**src/rtl/tss_pkg.sv**
```systemverilog
// Shared constants, types and codes of the target share selector.
package tss_pkg;

    localparam int MAX_ENTRIES = 8;
    localparam int COUNT_BITS  = 32;

    localparam int OP_W    = 2;
    localparam int TYPE_W  = 32;
    localparam int TGT_W   = 7;
    localparam int START_W = 3;

    localparam int IDX_W  = $clog2(MAX_ENTRIES);
    localparam int USED_W = $clog2(MAX_ENTRIES + 1);
    localparam int MOD_W  = (USED_W > START_W) ? USED_W : START_W;

    // share = count * 100 / total; 100 fits in TGT_W bits
    localparam int PCT_SCALE = 100;
    localparam int PROD_W    = COUNT_BITS + TGT_W;
    localparam int DCNT_W    = $clog2(PROD_W + 1);

    localparam logic [TGT_W-1:0] TGT_CLAMP = TGT_W'(PCT_SCALE);

    typedef enum logic [OP_W-1:0] {
        OP_CLEAR  = 2'd0,
        OP_ADD    = 2'd1,
        OP_PICK   = 2'd2,
        OP_EXISTS = 2'd3
    } t_opcode;

    typedef enum logic [3:0] {
        S_IDLE,
        S_ADD,
        S_MOD,
        S_RD,
        S_MUL,
        S_DIV,
        S_CMP,
        S_WIN,
        S_INC,
        S_LRD,
        S_LCMP,
        S_DONE
    } t_state;

    typedef struct packed {
        logic             we_entry;
        logic             we_count;
        logic [IDX_W-1:0] waddr;
        logic [IDX_W-1:0] raddr;
    } t_tbl_ctl;

endpackage

```
**src/rtl/tss_if.sv**
```systemverilog
// Valid/ready channel interfaces for the command and result transactions.
interface tss_in_if;
    import tss_pkg::*;

    logic                valid;
    logic                ready;
    logic [OP_W-1:0]     opcode;
    logic [TYPE_W-1:0]   entry_type;
    logic [TGT_W-1:0]    target_percent;
    logic [START_W-1:0]  tie_start;

    modport source (output valid, output opcode, output entry_type,
                    output target_percent, output tie_start, input ready);
    modport sink   (input valid, input opcode, input entry_type,
                    input target_percent, input tie_start, output ready);
endinterface

interface tss_out_if;
    import tss_pkg::*;

    logic              valid;
    logic              ready;
    logic [TYPE_W-1:0] chosen_type;
    logic              hit;
    logic              table_full;

    modport source (output valid, output chosen_type, output hit,
                    output table_full, input ready);
    modport sink   (input valid, input chosen_type, input hit,
                    input table_full, output ready);
endinterface

```
**src/rtl/target_share_selector_top.sv**
```systemverilog
// Top level of the target share selector: sequencer around the shared divider.
//
// Usage:
//   i_in carries one command transaction (opcode, entry_type, target_percent,
//   tie_start); o_out returns exactly one result transaction (chosen_type,
//   hit, table_full) per command, in order. Both are valid/ready channels.
//   The block takes one command at a time: i_in.ready is high only while the
//   sequencer is idle, and a finished result sits in an output register so
//   the next command is taken while that result still waits.
// Steps per command:
//   clear, dropped add: straight to the result; add: one table write.
//   exists           : a read and a compare per entry scanned, up to a match.
//   pick             : tie_start reduction, then per entry a table read,
//                      the product and a division (skipped while the total
//                      is zero) and a compare; the winner's count and the
//                      total then go up. Each entry's share goes through
//                      the one restoring divider.
// Reset (synchronous, active low) empties the table and zeroes the total
// pick count; entry contents are not cleared and are only read once added.
// When o_out stalls, the result holds and a completed command waits in its
// final state until the output register frees up.
module target_share_selector_top (
    input  logic      i_clk,
    input  logic      i_rst_n,
    tss_in_if.sink    i_in,
    tss_out_if.source o_out
);
    import tss_pkg::*;

    t_state                r_state;
    t_state                n_state;

    logic [TYPE_W-1:0]     r_type;
    logic [TGT_W-1:0]      r_tgt;
    logic [USED_W-1:0]     r_used;
    logic [USED_W-1:0]     r_k;
    logic [COUNT_BITS-1:0] r_total;
    logic [MOD_W-1:0]      r_mod;
    logic [IDX_W-1:0]      r_idx;

    logic [PROD_W-1:0]     r_share;
    logic [TGT_W-1:0]      r_cur_tgt;
    logic [IDX_W-1:0]      r_best_idx;
    logic [PROD_W-1:0]     r_best_share;
    logic [TGT_W-1:0]      r_best_tgt;
    logic                  r_best_wanted;

    logic [TYPE_W-1:0]     r_res_type;
    logic                  r_res_hit;
    logic                  r_res_full;

    logic                  r_out_valid;
    logic [TYPE_W-1:0]     r_out_type;
    logic                  r_out_hit;
    logic                  r_out_full;

    // table and divider hookup
    t_tbl_ctl              tbl_ctl;
    logic [COUNT_BITS-1:0] tbl_wcount;
    logic [TGT_W-1:0]      tbl_wtgt;
    logic [TYPE_W-1:0]     rd_type;
    logic [TGT_W-1:0]      rd_tgt;
    logic [COUNT_BITS-1:0] rd_count;
    logic                  div_start;
    logic                  div_done;
    logic [PROD_W-1:0]     div_q;
    logic [PROD_W-1:0]     product;

    logic                  in_fire;
    logic                  in_ready;
    logic                  out_free;
    logic                  last_entry;
    logic                  table_is_full;
    logic                  cand_wanted;
    logic                  cand_better;
    logic [COUNT_BITS-1:0] count_inc;
    logic [IDX_W-1:0]      idx_wrap;

    // true when candidate a beats the current best b
    function automatic logic f_better(
        input logic              wa,
        input logic [PROD_W-1:0] sa,
        input logic [TGT_W-1:0]  ta,
        input logic              wb,
        input logic [PROD_W-1:0] sb,
        input logic [TGT_W-1:0]  tb
    );
        logic res;
        if (wa != wb) begin
            res = wa;
        end else if (sa != sb) begin
            res = sa < sb;
        end else begin
            res = wa && (ta > tb);
        end
        return res;
    endfunction

    assign in_ready      = (r_state == S_IDLE);
    assign in_fire       = i_in.valid && in_ready;
    assign out_free      = !r_out_valid || o_out.ready;
    assign last_entry    = (r_k + USED_W'(1)) == r_used;
    assign table_is_full = (r_used == USED_W'(MAX_ENTRIES));
    assign cand_wanted   = (r_cur_tgt != '0) && (r_share <= PROD_W'(r_cur_tgt));
    assign cand_better   = f_better(cand_wanted, r_share, r_cur_tgt,
                                    r_best_wanted, r_best_share, r_best_tgt);
    assign count_inc     = (rd_count == '1) ? rd_count : rd_count + COUNT_BITS'(1);
    assign idx_wrap      = ((USED_W'(r_idx) + USED_W'(1)) == r_used) ?
                           '0 : r_idx + IDX_W'(1);
    assign product       = PROD_W'(rd_count) * PROD_W'(PCT_SCALE);
    assign tbl_wtgt      = (r_tgt > TGT_CLAMP) ? TGT_CLAMP : r_tgt;

    // next state
    always_comb begin
        n_state = r_state;
        case (r_state)
            S_IDLE: begin
                if (in_fire) begin
                    case (t_opcode'(i_in.opcode))
                        OP_CLEAR:  n_state = S_DONE;
                        OP_ADD:    n_state = table_is_full ? S_DONE : S_ADD;
                        OP_PICK:   n_state = (r_used == '0) ? S_DONE : S_MOD;
                        OP_EXISTS: n_state = (r_used == '0) ? S_DONE : S_LRD;
                        default:   n_state = S_DONE;
                    endcase
                end
            end
            S_ADD:  n_state = S_DONE;
            S_MOD:  n_state = (r_mod >= MOD_W'(r_used)) ? S_MOD : S_RD;
            S_RD:   n_state = S_MUL;
            S_MUL:  n_state = (r_total == '0) ? S_CMP : S_DIV;
            S_DIV:  n_state = div_done ? S_CMP : S_DIV;
            S_CMP:  n_state = last_entry ? S_WIN : S_RD;
            S_WIN:  n_state = S_INC;
            S_INC:  n_state = S_DONE;
            S_LRD:  n_state = S_LCMP;
            S_LCMP: n_state = ((rd_type == r_type) || last_entry) ? S_DONE : S_LRD;
            S_DONE: n_state = out_free ? S_IDLE : S_DONE;
            default: n_state = S_IDLE;
        endcase
    end

    // table and divider controls
    always_comb begin
        tbl_ctl.we_entry = 1'b0;
        tbl_ctl.we_count = 1'b0;
        tbl_ctl.waddr    = r_best_idx;
        tbl_ctl.raddr    = r_idx;
        tbl_wcount       = count_inc;
        div_start        = 1'b0;
        case (r_state)
            S_ADD: begin
                tbl_ctl.we_entry = 1'b1;
                tbl_ctl.waddr    = r_used[IDX_W-1:0];
                tbl_wcount       = '0;
            end
            S_MUL:   div_start        = (r_total != '0);
            S_WIN:   tbl_ctl.raddr    = r_best_idx;
            S_INC:   tbl_ctl.we_count = 1'b1;
            default: tbl_ctl.raddr    = r_idx;
        endcase
    end

    always_ff @(posedge i_clk) begin
        if (!i_rst_n) begin
            r_state     <= S_IDLE;
            r_used      <= '0;
            r_total     <= '0;
            r_out_valid <= 1'b0;
        end else begin
            r_state <= n_state;
            // drop the result once taken, unless a new one loads below
            if (r_out_valid && o_out.ready && r_state != S_DONE) begin
                r_out_valid <= 1'b0;
            end
            case (r_state)
                S_IDLE: begin
                    if (in_fire) begin
                        r_type     <= i_in.entry_type;
                        r_tgt      <= i_in.target_percent;
                        r_mod      <= MOD_W'(i_in.tie_start);
                        r_idx      <= '0;
                        r_k        <= '0;
                        r_res_type <= '0;
                        r_res_hit  <= 1'b0;
                        r_res_full <= (t_opcode'(i_in.opcode) == OP_ADD) && table_is_full;
                        if (t_opcode'(i_in.opcode) == OP_CLEAR) begin
                            r_used  <= '0;
                            r_total <= '0;
                        end
                    end
                end
                S_ADD: r_used <= r_used + USED_W'(1);
                S_MOD: begin
                    // reduce tie_start modulo the entry count
                    if (r_mod >= MOD_W'(r_used)) begin
                        r_mod <= r_mod - MOD_W'(r_used);
                    end else begin
                        r_idx <= r_mod[IDX_W-1:0];
                    end
                end
                S_MUL: begin
                    r_cur_tgt <= rd_tgt;
                    if (r_total == '0) begin
                        r_share <= '0;
                    end
                end
                S_DIV: begin
                    if (div_done) begin
                        r_share <= div_q;
                    end
                end
                S_CMP: begin
                    if (r_k == '0 || cand_better) begin
                        r_best_idx    <= r_idx;
                        r_best_share  <= r_share;
                        r_best_tgt    <= r_cur_tgt;
                        r_best_wanted <= cand_wanted;
                    end
                    r_k   <= r_k + USED_W'(1);
                    r_idx <= idx_wrap;
                end
                S_INC: begin
                    if (r_total != '1) begin
                        r_total <= r_total + COUNT_BITS'(1);
                    end
                    r_res_type <= rd_type;
                    r_res_hit  <= 1'b1;
                end
                S_LCMP: begin
                    if (rd_type == r_type) begin
                        r_res_hit <= 1'b1;
                    end
                    r_k   <= r_k + USED_W'(1);
                    r_idx <= r_idx + IDX_W'(1);
                end
                S_DONE: begin
                    if (out_free) begin
                        r_out_valid <= 1'b1;
                        r_out_type  <= r_res_type;
                        r_out_hit   <= r_res_hit;
                        r_out_full  <= r_res_full;
                    end
                end
                default: begin
                end
            endcase
        end
    end

    tss_table u_table (
        .i_clk      (i_clk),
        .i_ctl      (tbl_ctl),
        .i_wtype    (r_type),
        .i_wtgt     (tbl_wtgt),
        .i_wcount   (tbl_wcount),
        .o_rd_type  (rd_type),
        .o_rd_tgt   (rd_tgt),
        .o_rd_count (rd_count)
    );

    tss_div u_div (
        .i_clk      (i_clk),
        .i_rst_n    (i_rst_n),
        .i_start    (div_start),
        .i_dividend (product),
        .i_divisor  (r_total),
        .o_done     (div_done),
        .o_quotient (div_q)
    );

    assign i_in.ready        = in_ready;
    assign o_out.valid       = r_out_valid;
    assign o_out.chosen_type = r_out_type;
    assign o_out.hit         = r_out_hit;
    assign o_out.table_full  = r_out_full;

endmodule

```
**src/rtl/tss_div.sv**
```systemverilog
// Shared restoring divider, one quotient bit per cycle.
module tss_div (
    input  logic                          i_clk,
    input  logic                          i_rst_n,
    input  logic                          i_start,
    input  logic [tss_pkg::PROD_W-1:0]    i_dividend,
    input  logic [tss_pkg::COUNT_BITS-1:0] i_divisor,
    output logic                          o_done,
    output logic [tss_pkg::PROD_W-1:0]    o_quotient
);
    import tss_pkg::*;

    logic                  r_busy;
    logic                  r_done;
    logic [DCNT_W-1:0]     r_cnt;
    logic [COUNT_BITS-1:0] r_rem;
    logic [PROD_W-1:0]     r_quo;
    logic [COUNT_BITS-1:0] r_dvs;

    logic [COUNT_BITS:0]   trial;
    logic [COUNT_BITS:0]   diff;
    logic                  ge;

    always_comb begin
        trial = {r_rem, r_quo[PROD_W-1]};
        ge    = trial >= {1'b0, r_dvs};
        diff  = trial - {1'b0, r_dvs};
    end

    always_ff @(posedge i_clk) begin
        if (!i_rst_n) begin
            r_busy <= 1'b0;
            r_done <= 1'b0;
            r_cnt  <= '0;
        end else begin
            // flag the cycle after the last quotient bit
            r_done <= !i_start && r_busy && (r_cnt == DCNT_W'(1));
            if (i_start) begin
                r_busy <= 1'b1;
                r_cnt  <= DCNT_W'(PROD_W);
                r_rem  <= '0;
                r_quo  <= i_dividend;
                r_dvs  <= i_divisor;
            end else if (r_busy) begin
                // remainder stays below the divisor, so its low bits suffice
                r_rem <= ge ? diff[COUNT_BITS-1:0] : trial[COUNT_BITS-1:0];
                r_quo <= {r_quo[PROD_W-2:0], ge};
                r_cnt <= r_cnt - DCNT_W'(1);
                if (r_cnt == DCNT_W'(1)) begin
                    r_busy <= 1'b0;
                end
            end
        end
    end

    assign o_done     = r_done;
    assign o_quotient = r_quo;

endmodule

```
**src/rtl/tss_table.sv**
```systemverilog
// Entry table: type, target and pick count per entry, registered read.
module tss_table (
    input  logic                           i_clk,
    input  tss_pkg::t_tbl_ctl              i_ctl,
    input  logic [tss_pkg::TYPE_W-1:0]     i_wtype,
    input  logic [tss_pkg::TGT_W-1:0]      i_wtgt,
    input  logic [tss_pkg::COUNT_BITS-1:0] i_wcount,
    output logic [tss_pkg::TYPE_W-1:0]     o_rd_type,
    output logic [tss_pkg::TGT_W-1:0]      o_rd_tgt,
    output logic [tss_pkg::COUNT_BITS-1:0] o_rd_count
);
    import tss_pkg::*;

    logic [TYPE_W-1:0]     r_type_mem  [MAX_ENTRIES];
    logic [TGT_W-1:0]      r_tgt_mem   [MAX_ENTRIES];
    logic [COUNT_BITS-1:0] r_count_mem [MAX_ENTRIES];

    always_ff @(posedge i_clk) begin
        if (i_ctl.we_entry) begin
            r_type_mem[i_ctl.waddr] <= i_wtype;
            r_tgt_mem[i_ctl.waddr]  <= i_wtgt;
        end
        if (i_ctl.we_entry || i_ctl.we_count) begin
            r_count_mem[i_ctl.waddr] <= i_wcount;
        end
        o_rd_type  <= r_type_mem[i_ctl.raddr];
        o_rd_tgt   <= r_tgt_mem[i_ctl.raddr];
        o_rd_count <= r_count_mem[i_ctl.raddr];
    end

endmodule

```
**src/flat_wrapper.sv**
```systemverilog
// flat-port wrapper written by rule: the top's interface ports become plain ports
module target_share_selector_top_flat import tss_pkg::*;
  (i_clk, i_rst_n, i_in_valid, i_in_opcode, i_in_entry_type, i_in_target_percent, i_in_tie_start, i_in_ready, o_out_valid, o_out_chosen_type, o_out_hit, o_out_table_full, o_out_ready);
  tss_in_if i_in_i ();
  tss_out_if o_out_i ();
  input  logic i_clk;
  input  logic i_rst_n;
  input wire logic [$bits(i_in_i.valid)-1:0] i_in_valid;
  input wire logic [$bits(i_in_i.opcode)-1:0] i_in_opcode;
  input wire logic [$bits(i_in_i.entry_type)-1:0] i_in_entry_type;
  input wire logic [$bits(i_in_i.target_percent)-1:0] i_in_target_percent;
  input wire logic [$bits(i_in_i.tie_start)-1:0] i_in_tie_start;
  output wire logic [$bits(i_in_i.ready)-1:0] i_in_ready;
  output wire logic [$bits(o_out_i.valid)-1:0] o_out_valid;
  output wire logic [$bits(o_out_i.chosen_type)-1:0] o_out_chosen_type;
  output wire logic [$bits(o_out_i.hit)-1:0] o_out_hit;
  output wire logic [$bits(o_out_i.table_full)-1:0] o_out_table_full;
  input wire logic [$bits(o_out_i.ready)-1:0] o_out_ready;
  assign i_in_i.valid = i_in_valid;
  assign i_in_i.opcode = i_in_opcode;
  assign i_in_i.entry_type = i_in_entry_type;
  assign i_in_i.target_percent = i_in_target_percent;
  assign i_in_i.tie_start = i_in_tie_start;
  assign i_in_ready = i_in_i.ready;
  assign o_out_valid = o_out_i.valid;
  assign o_out_chosen_type = o_out_i.chosen_type;
  assign o_out_hit = o_out_i.hit;
  assign o_out_table_full = o_out_i.table_full;
  assign o_out_i.ready = o_out_ready;
  target_share_selector_top u_core (.i_clk(i_clk), .i_rst_n(i_rst_n), .i_in(i_in_i), .o_out(o_out_i));
endmodule
```
**config.mk**
```make
export PLATFORM = sky130hd
export DESIGN_NAME = target_share_selector_top_flat
export DESIGN_NICKNAME = d
export VERILOG_FILES = /design/src/rtl/tss_pkg.sv /design/src/rtl/tss_if.sv /design/src/rtl/target_share_selector_top.sv /design/src/rtl/tss_div.sv /design/src/rtl/tss_table.sv /design/src/flat_wrapper.sv
export SDC_FILE = /design/constraint.sdc
export NUM_CORES = 1
export LEC_CHECK = 0
export CAP_MARGIN = 20
export CORE_MARGIN = 1.5
export CORE_UTILIZATION = 50
export CTS_BUF_LIST = sky130_fd_sc_hd__clkbuf_2
export CTS_CLUSTER_DIAMETER = 30
export DETAILED_ROUTE_END_ITERATION = 7
export DONT_BUFFER_PORTS = 1
export PLACE_DENSITY_LB_ADDON = 0.08
export SYNTH_ARGS = -nofsm -noshare
export SYNTH_HDL_FRONTEND = slang
export SYNTH_SLANG_ARGS = --single-unit
```
**constraint.sdc**
```tcl
create_clock -name i_clk -period 8.6 [get_ports i_clk]
set_clock_uncertainty 0.05 [all_clocks]
set_input_delay 1.72 -clock i_clk [delete_from_list [all_inputs] [get_ports i_clk]]
set_output_delay 1.72 -clock i_clk [all_outputs]
set_load 0.01 [all_outputs]
```
==> summary.md <==
| Metric | Value |
|---|---|
| Status | `completed` |
| Count of endpoints failing setup in the final report | `0` |
| Maximum fanout along the worst path | `5` |
| Critical path start-end classification | `register to register` |
| Via Count | `about 25000` |
| Met1 wire length | `~44 mm` |
| Highest ir drop seen on vdd | `between 0.2 and 0.3 mV` |
| Setup ws final | `roughly 4.3 ns` |
| Fmax | `232 MHz` |
| Height of the die | `about 300 um` |
| Layout cells sized above 1 | `between 20 and 25%` |
| Warnings, synthesis | `0` |
| Number of buffers inserted for hold repair after clock tree synthesis | `0` |
| Die span in x | `approximately 300 um` |
| Number of buffers added by the clock tree synthesis step | `about 290` |
| Buffers inserted by post-CTS timing repair | `0` |
| # clock sinks | `between 1000 and 1500` |
| Total wire length | `roughly 99 mm` |
| Standby leakage power | `~18 nW` |
| Async SR Flop Fraction | `0%` |
| Worst-skew pair later-pin latency | `1.48 ns` |
| DRC errors left | `0` |
| Post-synthesis instance total | `a little under 3000` |
| Most common cell after layout, fill and taps aside | `edfxtp_1` |
| Effective utilization at floorplan | `between 50% and 60%` |
| Maximum capacitance violations | `0` |
| Transition time at the pin with the least slew margin | `about 1.0 ns` |
| Worst min path class | `input port to register` |
| Buffers from clock root to sink, at most | `4` |
| Syn-to-layout area delta | `9.67%` |
| DP HPWL | `60.5 mm` |
| First-pass GRT wire length | `around 150 mm` |
| Number of rows in the core area | `~110` |
| Pin count of the biggest net entering global routing | `143` |
| Total power | `between 15 and 20 mW` |
| Last weighted congestion value of the routability-driven placer | `around 0.86` |
| Number of I/O port buffers | `0` |
| RSZ-0062 raised after global routing | `no` |
| Most used flip-flop cell after synthesis | `edfxtp_1` |
| Synthesized area divided by synthesized cell count | `15.1 um^2` |
| Length of the first detailed-routing pass in iterations | `6` |
| Clk pin slew, worst setup/hold paths | `about 0.1 ns` |
| Portion of the post-synthesis area used by sequential elements | `65.2%` |
| Final hold violations | `0` |
| Post-synthesis sequential element count | `about 1000` |
| Post-route antenna net violation count | `0` |
| Period utilization | `50.1%` |
| Number of max-slew violations in the final report | `0` |
| Met3 wire len | `between 4 and 5 mm` |
| Portion of synthesized cell area occupied by the leading cell type | `59.8%` |
| Buf+Inv Stages, Crit Path | `2` |
| Iteration-0 DRC count of the detailed router | `~1600` |
| Top delay family on crit path | `compound AO/OA/AOI/OAI gates` |
| DR vias/cell | `5.52` |
| Critical path startpoint category | `register` |
| Number of primary I/O pins | `84` |
| Cell-by-cell trace of the critical path | `ha_1 -> ha_1 -> inv_1 -> fa_1 -> inv_1 -> ha_1 -> a21o_1 -> a21o_1 -> a2111o_1 -> nor3_2 -> o31ai_2 -> a31o_2 -> a41oi_1 -> xor2_1 -> o21ai_1` |
| End-of-flow core utilization | `a little under three fifths` |
| Crit path capture type | `register` |
| Setup_tns | `0 ns` |
| Gr usage total | `about 22%` |
| Area of the die | `between 90000 and 100000 um^2` |
| Post-synthesis instance area | `around 44000 um^2` |
| Total power per unit cell area | `roughly 340 nW/um^2` |
| DR WL/cell | `21.7 um` |
| Uppermost routed layer | `met5` |
| Shortest period the worst path allows | `~4.3 ns` |
| Number of synthesized flops with an enable pin | `885` |
| Net count after synthesis | `3209` |
| Number of distinct library cells after synthesis | `94` |
| Post-place setup slack | `around 4.4 ns` |
| Antenna violations before repair | `6` |
| Ranking of synthesized cells by area | `edfxtp_1 (60%), mux4_2 (7.2%), ha_1 (5.6%)` |
| GRT Residual Overflow | `0` |
| Vias in the first global route | `26700` |
| Top cell by count, worst path | `ha_1` |
| CTS tree | `done` |
| Most frequent cells in the layout | `edfxtp_1 (885), clkbuf_2 (419), inv_1 (244)` |
| Net count, final | `3446` |
| Cell type with the highest aggregate area in the netlist | `edfxtp_1` |
| Critical Path AT | `5.33 ns` |
| Crit-path slowest cell | `fa_1` |
| Area of the placeable core | `88200 um^2` |
| Max transition margin | `between 30% and 40%` |
| Number of H-tree levels | `5` |
| CP max stage delay | `approximately 0.5 ns` |
| Data required time at the worst endpoint | `9.62 ns` |
| Root Buffer | `clkbuf_2` |
| Met2 layer wire length in the routed design | `between 40 and 50 mm` |
| Total of cells resized after clock tree synthesis | `0` |
[flip-flops by register name, summed over array words and instances, names as in the netlist, 32 cells and up]
signal,flops
u_core.r_best_share,39
u_core.u_table.o_rd_count,32
u_core.o_out.chosen_type,32
u_core.r_type,32
u_core.u_div.r_dvs,32
u_core.r_res_type,32
u_core.u_table.r_tgt_mem,56
u_core.r_total,32
u_core.u_div.r_rem,32
u_core.u_div.o_quotient,39
u_core.r_share,39
u_core.u_table.o_rd_type,32
u_core.u_table.r_type_mem,256
u_core.u_table.r_count_mem,256
[metrics by stage]
stage	cells	area [um^2]	hold slack (ns)
6_report	4546	48700	0.269
5_1_grt	4546	48700	0.0759
4_1_cts	4541	48600	0.0455
3_5_place_dp	4041	45900	0.339
3_3_place_gp	4041	45900	0.336
2_1_floorplan	2934	44400	0.336
[routing by layer]
| layer | vias to the layer above | track usage [%] |
|---|---|---|
| met3 | 158 | 4.96 |
| li1 | 11600 | - |
| met5 | - | 0 |
| met1 | 12700 | 30.1 |
| met2 | 605 | 36.0 |
| met4 | 4 | 8.16 |
[worst paths after layout]
path              slack, ns  cells after the start                             startpoint                                     to
setup / recovery       4.29                     15  u_core.u_table.o_rd_count[13]$_DFF_P_  u_core.u_div.o_quotient[38]$_DFFE_PP_
hold / removal         0.27                      0                 i_in_target_percent[1]              u_core.r_tgt[1]$_DFFE_PP_
setup reg to reg       4.29                     15  u_core.u_table.o_rd_count[13]$_DFF_P_  u_core.u_div.o_quotient[38]$_DFFE_PP_
hold reg to reg        0.32                      0     u_core.u_table.o_rd_tgt[4]$_DFF_P_          u_core.r_cur_tgt[4]$_DFFE_PP_
[worst reg2reg max path, cell delays in order (launching register included)]
cell and delay, ns:
dfxtp_1 0.42, ha_1 0.28, ha_1 0.30, inv_1 0.05
fa_1 0.50, inv_1 0.05, ha_1 0.36, a21o_1 0.22
a21o_1 0.19, a2111o_1 0.42, nor3_2 0.21, o31ai_2 0.15
a31o_2 0.30, a41oi_1 0.23, xor2_1 0.18, o21ai_1 0.08
[layout make-up]
type                       instances  area, um^2
antenna                            1        2.50
clock inverter                    81         593
clock buffer                     419        2100
fill                            7286       39500
inverter                         247         927
multi-input combinational       1592       14300
tap                             1165        1460
sequential                      1005       29000
timing repair buffer              36         360
[cells in the mapped netlist (all sizes together), types with 8 or more instances]
| library cell | instances |
|---|---|
| edfxtp | 885 |
| inv | 245 |
| ha | 198 |
| nor2 | 167 |
| nand2 | 160 |
| mux4 | 142 |
| dfxtp | 120 |
| xor2 | 101 |
| a21oi | 92 |
| o21ai | 84 |
| and2 | 77 |
| mux2 | 71 |
| xnor2 | 69 |
| clkbuf | 54 |
| a21o | 50 |
| nand4 | 38 |
| buf | 36 |
| nand3 | 35 |
| nor3 | 35 |
| fa | 29 |
| nor4 | 27 |
| mux2i | 24 |
| a31oi | 17 |
| and3 | 17 |
| nand2b | 13 |
| a211oi | 12 |
| or3 | 12 |
| o22ai | 11 |
| nor2b | 10 |
| and4 | 9 |
| o21bai | 8 |
| or2 | 8 |
[logic make-up after synthesis]
| family | share of synthesized area [%] |
|---|---|
| fa+ha+maj | 6.89 |
| xor+xnor | 3.35 |
| buf+inv | 3.05 |
| flops | 65.2 |
| mux | 9.54 |
| simple gates | 6.96 |
| compound gates | 4.96 |
[where the power goes]
part	leakage, nW	total (mW)	switching (mW)	internal, mW
Clock	2.06	3.56	1.95	1.61
Sequential	9.09	6.44	0.336	6.10
Combinational	7.07	6.73	3.98	2.75
No activity file was read; power rests on OpenSTA's default activity.
